`config.mk`:
```
export PLATFORM = sky130hd
export DESIGN_NAME = gats_ctrl
export DESIGN_NICKNAME = d
export VERILOG_FILES = /design/src/sv/gats_pkg.sv /design/src/sv/gats_ctrl.sv
export SDC_FILE = /design/constraint.sdc
export NUM_CORES = 1
export LEC_CHECK = 0
export BUFFER_PORTS_ARGS = -buffer_cell sky130_fd_sc_hd__clkbuf_2
export CAP_MARGIN = 20
export CORE_AREA = 2 2 39 41
export CTS_BUF_LIST = sky130_fd_sc_hd__clkbuf_16
export DETAILED_ROUTE_END_ITERATION = 12
export DIE_AREA = 0 0 41 43
export PLACE_DENSITY = 0.56
export SLEW_MARGIN = 40
export SYNTH_ARGS = -nofsm -noshare
export SYNTH_HDL_FRONTEND = slang
export SYNTH_SLANG_ARGS = --single-unit
```
`constraint.sdc`:
```
create_clock -name clk_i -period 1.1 [get_ports clk_i]
set_input_delay 0.055 -clock clk_i [delete_from_list [all_inputs] [get_ports clk_i]]
set_output_delay 0.055 -clock clk_i [all_outputs]
set_load 0.02 [all_outputs]
```
`src/sv/gats_pkg.sv`:
```
// Shared types and constants of the graph adjacency tie store.
// No dependencies; each other file but gats_ram refers to it by scoped names.
`timescale 1ns / 1ps
package gats_pkg;

  localparam int unsigned NODES  = 64;
  localparam int unsigned NODE_W = 6;
  localparam int unsigned DEG_W  = 7;
  localparam int unsigned ROW_W  = 64;

  localparam logic [ROW_W-1:0] NODE_MASK =
      (NODES >= ROW_W) ? {ROW_W{1'b1}} : ((ROW_W'(1) << NODES) - ROW_W'(1));
  localparam logic [NODE_W-1:0] LAST_NODE = NODE_W'(NODES - 1);
  localparam logic [NODE_W:0]   NODES_V   = (NODE_W + 1)'(NODES);

  typedef enum logic [3:0] {
    REQ_ADD    = 4'd0,
    REQ_REMOVE = 4'd1,
    REQ_TIE    = 4'd2,
    REQ_OUT    = 4'd3,
    REQ_IN     = 4'd4,
    REQ_RECIP  = 4'd5,
    REQ_BACK   = 4'd6,
    REQ_UP     = 4'd7,
    REQ_DOWN   = 4'd8,
    REQ_FWD    = 4'd9,
    REQ_DIST2  = 4'd10
  } req_e;

  typedef enum logic {
    CFG_DIRECTED  = 1'b0,
    CFG_REFLEXIVE = 1'b1
  } cfg_idx_e;

  typedef enum logic [3:0] {
    ST_IDLE,
    ST_U_RD,
    ST_U_WR,
    ST_M_RD,
    ST_M_WR,
    ST_A_RD,
    ST_B_RD,
    ST_B_CAP,
    ST_WALK,
    ST_W_END,
    ST_OUT
  } state_e;

  typedef enum logic [2:0] {
    RD_NONE,
    RD_UPD,
    RD_MIR,
    RD_A,
    RD_B,
    RD_K
  } rd_sel_e;

  typedef struct packed {
    logic    in_ready;
    logic    out_valid;
    rd_sel_e rd_sel;
    logic    upd_wr;
    logic    mir_wr;
    logic    cap_a;
    logic    cap_b;
    logic    walk_step;
    logic    walk_end;
  } ctrl_t;

  typedef struct packed {
    logic acc_upd;
    logic mirror;
    logic walk;
    logic walk_last;
  } stat_t;

endpackage

```
`src/sv/gats_ctrl.sv`:
```
// Request sequencer of the graph adjacency tie store.
// Depends on gats_pkg for state, control and status types.
`timescale 1ns / 1ps
module gats_ctrl (
  input  logic            clk_i,
  input  logic            rst_ni,
  input  logic            in_valid_i,
  input  logic            out_ready_i,
  input  gats_pkg::stat_t stat_i,
  output gats_pkg::ctrl_t ctrl_o
);

  gats_pkg::state_e state_q, state_d;

  always_ff @(posedge clk_i or negedge rst_ni) begin
    if (!rst_ni) begin
      state_q <= gats_pkg::ST_IDLE;
    end else begin
      state_q <= state_d;
    end
  end

  always_comb begin
    state_d = state_q;
    case (state_q)
      gats_pkg::ST_IDLE: begin
        if (in_valid_i) begin
          state_d = stat_i.acc_upd ? gats_pkg::ST_U_RD : gats_pkg::ST_A_RD;
        end
      end
      gats_pkg::ST_U_RD:  state_d = gats_pkg::ST_U_WR;
      gats_pkg::ST_U_WR:  state_d = stat_i.mirror ? gats_pkg::ST_M_RD : gats_pkg::ST_A_RD;
      gats_pkg::ST_M_RD:  state_d = gats_pkg::ST_M_WR;
      gats_pkg::ST_M_WR:  state_d = gats_pkg::ST_A_RD;
      gats_pkg::ST_A_RD:  state_d = gats_pkg::ST_B_RD;
      gats_pkg::ST_B_RD:  state_d = gats_pkg::ST_B_CAP;
      gats_pkg::ST_B_CAP: state_d = stat_i.walk ? gats_pkg::ST_WALK : gats_pkg::ST_OUT;
      gats_pkg::ST_WALK: begin
        if (stat_i.walk_last) begin
          state_d = gats_pkg::ST_W_END;
        end
      end
      gats_pkg::ST_W_END: state_d = gats_pkg::ST_OUT;
      gats_pkg::ST_OUT: begin
        if (out_ready_i) begin
          state_d = gats_pkg::ST_IDLE;
        end
      end
      default:            state_d = gats_pkg::ST_IDLE;
    endcase
  end

  always_comb begin
    ctrl_o        = '0;
    ctrl_o.rd_sel = gats_pkg::RD_NONE;
    case (state_q)
      gats_pkg::ST_IDLE:  ctrl_o.in_ready  = 1'b1;
      gats_pkg::ST_U_RD:  ctrl_o.rd_sel    = gats_pkg::RD_UPD;
      gats_pkg::ST_U_WR:  ctrl_o.upd_wr    = 1'b1;
      gats_pkg::ST_M_RD:  ctrl_o.rd_sel    = gats_pkg::RD_MIR;
      gats_pkg::ST_M_WR:  ctrl_o.mir_wr    = 1'b1;
      gats_pkg::ST_A_RD:  ctrl_o.rd_sel    = gats_pkg::RD_A;
      gats_pkg::ST_B_RD: begin
        ctrl_o.rd_sel = gats_pkg::RD_B;
        ctrl_o.cap_a  = 1'b1;
      end
      gats_pkg::ST_B_CAP: ctrl_o.cap_b     = 1'b1;
      gats_pkg::ST_WALK: begin
        ctrl_o.rd_sel    = gats_pkg::RD_K;
        ctrl_o.walk_step = 1'b1;
      end
      gats_pkg::ST_W_END: ctrl_o.walk_end  = 1'b1;
      gats_pkg::ST_OUT:   ctrl_o.out_valid = 1'b1;
      default:            ctrl_o.in_ready  = 1'b0;
    endcase
  end

endmodule

```
==> results of run 1 <==
[worst min-delay path: stages]
cell	delay, ps
clkbuf_2	70
nand2_1	40
o21ai_0	60
a311oi_1	80
[path summary, 6_finish.rpt]
kind,from,endpoint,slack (ps),cells past startpoint
worst max-delay path,state_q[2],ctrl_o[6],-190,4
worst min-delay path,stat_i[1],state_q[1],130,4
worst max register to register,state_q[0],state_q[2],-190,5
worst min register to register,state_q[1],state_q[1],690,2
max in group asynchronous,rst_ni,state_q[0],790,2
min in group asynchronous,rst_ni,state_q[2],180,2
[per-stage QoR]
stage          setup slack (ps)  cell area (µm²)  power, mW  TNS [ps]  hold slack (ps)
6_report                 -194.2            803.3      2.966     -1685            127.5
3_5_place_dp             -105.9            559.3      1.852    -235.1           -130.9
2_1_floorplan            -128.3            376.6      1.292    -343.8           -240.6
3_3_place_gp             -38.64            559.3      1.831    -66.79           -130.6
5_1_grt                  -229.1            803.3      3.146     -2369            153.3
4_1_cts                  -214.1            744.5      2.777     -2006            131.1
[cell usage in the layout (no fill, tap or decap), types with 2 or more instances in the layout]
| cell type | instances |
|---|---|
| buf_4 | 18 |
| clkbuf_16 | 3 |
| clkbuf_2 | 7 |
| nor2_2 | 2 |
| buf_6 | 6 |
| nand3_1 | 2 |
| nor2_4 | 2 |
| dfrtp_2 | 3 |
| o21a_1 | 3 |
| nor3_1 | 2 |
| nor3_2 | 3 |
| nor2_1 | 3 |
| nand2b_4 | 2 |
| nand2_1 | 2 |
[layer usage]
metal	vias to the layer above	track usage [%]
met5	-	0
met4	0	14.00
met3	2	1.571
met2	16	23.75
met1	223	16.29
li1	230	-
[cells by family (layout without fill, tap and decap cells)]
group           after synthesis  count (layout)  share of synthesized area (%)
flops                         4               4                          29.52
xor+xnor                      1               1                          2.583
simple gates                 28              28                          42.80
compound gates                8               8                          16.60
buf+inv                       6              39                          8.485
[Yosys cell counts]
| library cell | n |
|---|---|
| o311a_1 | 1 |
| nor3_1 | 5 |
| nor4b_1 | 1 |
| inv_1 | 1 |
| or2_2 | 1 |
| dfrtp_1 | 4 |
| xnor2_1 | 1 |
| nor2_1 | 7 |
| nor4_1 | 2 |
| nor2b_1 | 2 |
| o21ai_0 | 1 |
| nand2b_1 | 4 |
| a21oi_1 | 2 |
| nor3b_1 | 1 |
| nand3_1 | 2 |
| buf_2 | 5 |
| nand2_1 | 3 |
| a311oi_1 | 1 |
| o21a_1 | 3 |
[power by group through the flow]
| stage | Combinational (mW) | Sequential [mW] | Clock [mW] |
|---|---|---|---|
| 4_1_cts | 1.83 | 0.369 | 0.574 |
| 2_1_floorplan | 1.01 | 0.277 | 0 |
| 5_1_grt | 2.16 | 0.396 | 0.587 |
| 3_5_place_dp | 1.51 | 0.346 | 0 |
| 6_report | 2.02 | 0.381 | 0.568 |
| 3_3_place_gp | 1.49 | 0.341 | 0 |
[final cells by class]
class                   count  area share [%]
well taps                  16           2.492
multi-input cells          37           39.41
flip-flops and latches      4           12.93
inverters                   1          0.4673
repair buffers             35           35.36
clock buffers               3           9.346
[what timing repair did]
action                     CTS  global route
buffers inserted             3             0
hold endpoints to repair     4             0
pin swaps                    2             3
gates resized for setup     24            22
setup endpoints to repair   15            15
hold buffers                 1             0
==> flow_summary.json, run 1 <==
{
  "h-tree-depth": 1,
  "largest_register_ffs": 4,
  "cp.required_ps": 1040,
  "ys_top_cells_by_area": "dfrtp_1 30%, nor2_1 7.7%, buf_2 7.4%",
  "status": "finished, violations left",
  "crit_chain": "nand2b_4, o21a_1, nor2_1, buf_4",
  "grt_pass1_wl_um": 1725,
  "ant_nets": 0,
  "p_sw_share_pct": 40.43,
  "yosysTopAreaCellShare_pct": 29.52,
  "ir_worst_vdd_mv": 1.449,
  "n_fill_cell": 128,
  "drive_gt1_share_pct": 75.00,
  "met2_length_um": 614,
  "violations": "setup timing",
  "diodes": 0,
  "max_stage_delay_ps": 440,
  "grt_usage_pct": 15.12,
  "yosys_warnings": 0,
  "finalClockSkew_ps": 0.8259,
  "synth_top_area_cell": "dfrtp_1",
  "maxCapViolations": 0,
  "cp-start-kind": "flop",
  "hold_viol": 0,
  "die_w_um": 41,
  "syn_inst": 47,
  "fmax_mhz": 772.7,
  "ff_latch_area_um2": 103.9,
  "avgSynthCellArea_um2": 7.214,
  "antenna_found_initial": 0,
  "cp_num_buf_inv": 1,
  "gp_congestion": 0.7289,
  "hpwlAfterDp_um": 774.4,
  "cts_sinks": 4,
  "hp-class": "input pin to flop",
  "min_period_ps": 1294,
  "grt-ovfl-total": 0,
  "area_delta_synth_final_pct": 136.9,
  "dr.pass1.iters": 3,
  "rows": 14,
  "drtIter0Drc": 2,
  "p_seq_share_pct": 12.8,
  "power.switching_mw": 1.199,
  "power_frac_clock_pct": 19.1,
  "multi_input_area_um2": 316.6,
  "intPower_mw": 1.767,
  "p_comb_share_pct": 68.0,
  "top_regs": "state_q x4",
  "cts_tree": "done",
  "clkSlewWorstSetupHoldPaths_ps": 30,
  "dp.cells": 89,
  "setup_viol": 14,
  "dieArea_um2": 1763,
  "worstPathMaxFanout": 5,
  "endpoint_kind": "primary output",
  "fin_cells": 96,
  "cts_root_buf": "clkbuf_16",
  "finalWirelength_um": 1162,
  "ys_ff_latch": 4,
  "arrival_ps": 1240,
  "yosysUniqueCellTypes": 19,
  "p_leak_nw": 0.3584,
  "power_per_cell_area_nw_per_um2": 3692,
  "wl_met1_um": 468,
  "vias_per_cell": 4.906,
  "post_drt_wl_per_cell_um": 12.10,
  "setup_ws_ps": -194.2,
  "grt_max_degree": 9,
  "yosysSeqAreaShare_pct": 29.52,
  "top_layer_used": "met4",
  "drv_slew": 0,
  "relSlewSlack_pct": 85.89,
  "crit_slowest_cell": "dfrtp_2",
  "worst_pin_slew_ps": 210.2,
  "die_h_um": 43,
  "grt_pass1_vias": 418,
  "syn-num-nets": 55,
  "top_register": "state_q",
  "rsz0062_at_grt": "true",
  "period_share_pct": 117.7,
  "critPathKind": "flop to primary output",
  "initial_core_util_pct": 24.50,
  "core_area_um2": 1384,
  "fin_util_pct": 58.05,
  "clock_latency_ps": 220,
  "crit_family": "flip-flops",
  "portBuffers": 18,
  "io_pins": 19,
  "wl_met3_um": 53,
  "synth_area_um2": 339.1,
  "vias": 471,
  "drc": 0,
  "numCtsBuffers": 3,
  "final_nets": 90,
  "cts_buffer_depth": 2
}
Note: power is estimated with default switching activity, not from simulation.
==> run 2, diff against run 1 <==
PLACE_DENSITY = 0.54   (was 0.56)
clock period = 1.2 ns   (was 1.1 ns; I/O delays follow)
==> flow_summary.json, run 2 (synthesis results as in run 1) <==
{
  "clock_latency_ps": 220,
  "area_delta_synth_final_pct": 110.3,
  "core_area_um2": 1384,
  "cts_tree": "done",
  "h-tree-depth": 1,
  "top_register": "state_q",
  "status": "finished, violations left",
  "hpwlAfterDp_um": 712.8,
  "maxCapViolations": 0,
  "timing.rr.end": "state_q[2]",
  "numCtsBuffers": 3,
  "power_per_cell_area_nw_per_um2": 3401,
  "endpoint_kind": "primary output",
  "arrival_ps": 1220,
  "top_layer_used": "met4",
  "diodes": 0,
  "setup_ws_ps": -78.04,
  "cts_root_buf": "clkbuf_16",
  "portBuffers": 18,
  "dpl-instance-area_um2": 498.0,
  "worst_pin_slew_ps": 267.9,
  "relSlewSlack_pct": 81.89,
  "grt_pass1_wl_um": 1538,
  "drc": 0,
  "rows": 14,
  "final_nets": 88,
  "largest_register_ffs": 4,
  "finalInstanceArea_um2": 713.2,
  "setup_viol": 8,
  "grt_max_degree": 10,
  "r2r_start": "state_q[0]",
  "p_seq_share_pct": 14.0,
  "drtIter0Drc": 1,
  "violations": "setup timing",
  "vias_per_cell": 4.574,
  "die_h_um": 43,
  "p_leak_nw": 0.3313,
  "ant_nets": 0,
  "hold_viol": 0,
  "min_path_cells": 3,
  "finalWirelength_um": 977,
  "dr.pass1.iters": 2,
  "clkSlewWorstSetupHoldPaths_ps": 30,
  "post_drt_wl_per_cell_um": 10.39,
  "cts_buffer_depth": 2,
  "grt-ovfl-total": 0,
  "grt_usage_pct": 12.69,
  "r2r_cells": 4,
  "power.switching_mw": 0.9585,
  "period_share_pct": 106.5,
  "final_common_cell": "buf_4",
  "layout_common_cells": "18 x buf_4, 7 x clkbuf_2, 5 x nor2_1, 4 x nor3_1, 4 x buf_6",
  "cp-start-kind": "flop",
  "finalClockSkew_ps": 1.938,
  "reg2reg_slack_ps": 10,
  "ir_worst_vdd_mv": 2.151,
  "rsz0062_at_grt": "true",
  "cts_sinks": 4,
  "top_regs": "state_q x4",
  "die_w_um": 41,
  "dp_slack_ps": 4.429,
  "wl_met3_um": 81,
  "cp_num_buf_inv": 1,
  "initial_core_util_pct": 24.50,
  "crit_slowest_cell": "dfrtp_2",
  "power_frac_clock_pct": 21.3,
  "p_sw_share_pct": 39.52,
  "dieArea_um2": 1763,
  "crit_chain": "nand2b_4, o21a_1, nor2_1, buf_4",
  "fmax_mhz": 782.4,
  "gp_congestion": 0.7174,
  "cp.required_ps": 1140,
  "holdWs_ps": 126.2,
  "crit_family": "flip-flops",
  "n_fill_cell": 131,
  "min_period_ps": 1278,
  "antenna_found_initial": 0,
  "max_stage_delay_ps": 430,
  "vias": 430,
  "worstPathMaxFanout": 5,
  "fin_util_pct": 51.54,
  "p_comb_share_pct": 64.7,
  "drive_gt1_share_pct": 62.82,
  "met2_length_um": 448,
  "wl_met1_um": 429,
  "io_pins": 19,
  "drv_slew": 0,
  "hp-class": "input pin to flop",
  "critPathKind": "flop to primary output",
  "intPower_mw": 1.467,
  "grt_pass1_vias": 375,
  "whs_endpoint": "state_q[0]",
  "hp-start": "stat_i[0]"
}
==> run 2: cell count changes in the layout (fill, tap and decap cells not counted), moves of 2 or more <==
cell      before  now
nor3_1         2    4
clkbuf_4       1    3
buf_6          6    4
nor2_1         3    5
nor3_2         3    1
==> run 2: final cells by class <==
cell class	instances	area (µm²)	area share (%)
repair buffers	33	247.7	34.74
multi-input cells	37	262.8	36.84
inverters	1	3.754	0.5263
flip-flops and latches	4	103.9	14.56
well taps	16	20.02	2.807
clock buffers	3	75.07	10.53
==> run 2: worst register-to-register path: stages, from the launching register on <==
cell	delay, ps
dfrtp_2	440
buf_4	160
nor2b_4	100
nor2b_1	50
o311a_1	320
==> run 2: routing by layer <==
metal  vias up  track usage (%)
met3         2            2.094
li1        229                -
met5         -                0
met4         0            8.000
met2        19            18.13
met1       180            16.88
==> run 2: how the worst max path moves through the flow <==
stage | from | end | slack, ps | cells past startpoint
after floorplan | state_q[1] | ctrl_o[1] | -30 | 3
after global placement | state_q[0] | state_q[1] | -20 | 3
after detailed placement | state_q[0] | state_q[1] | 4 | 3
after CTS | state_q[2] | ctrl_o[6] | -90 | 4
after global routing | state_q[3] | ctrl_o[6] | -140 | 4
final | state_q[2] | ctrl_o[6] | -80 | 4
==> run 2: power by group through the flow <==
stage / combinational, mW / sequential, mW / clock [mW]
CTS: 1.46 / 0.335 / 0.523
global placement: 1.17 / 0.323 / 0
global route: 1.72 / 0.354 / 0.528
detailed placement: 1.16 / 0.326 / 0
floorplan: 0.848 / 0.245 / 0
finish: 1.57 / 0.339 / 0.517
==> run 2: repair_timing <==
| item | 4_1_cts | 5_1_grt |
|---|---|---|
| pin swaps | 1 | 0 |
| endpoints found under the hold margin | 4 | 0 |
| endpoints found under the setup margin | 12 | 14 |
| resized for setup | 21 | 14 |
| hold buffers | 1 | 0 |
| buffers inserted | 6 | 0 |
==> run 2: through the flow <==
| step | instances | setup TNS (ps) | power (mW) |
|---|---|---|---|
| after floorplan | 47 | -66.64 | 1.093 |
| after global placement | 84 | -15.82 | 1.489 |
| after detailed placement | 84 | 0 | 1.489 |
| after CTS | 94 | -563.8 | 2.321 |
| after global routing | 94 | -804.6 | 2.604 |
| final | 94 | -246.6 | 2.425 |
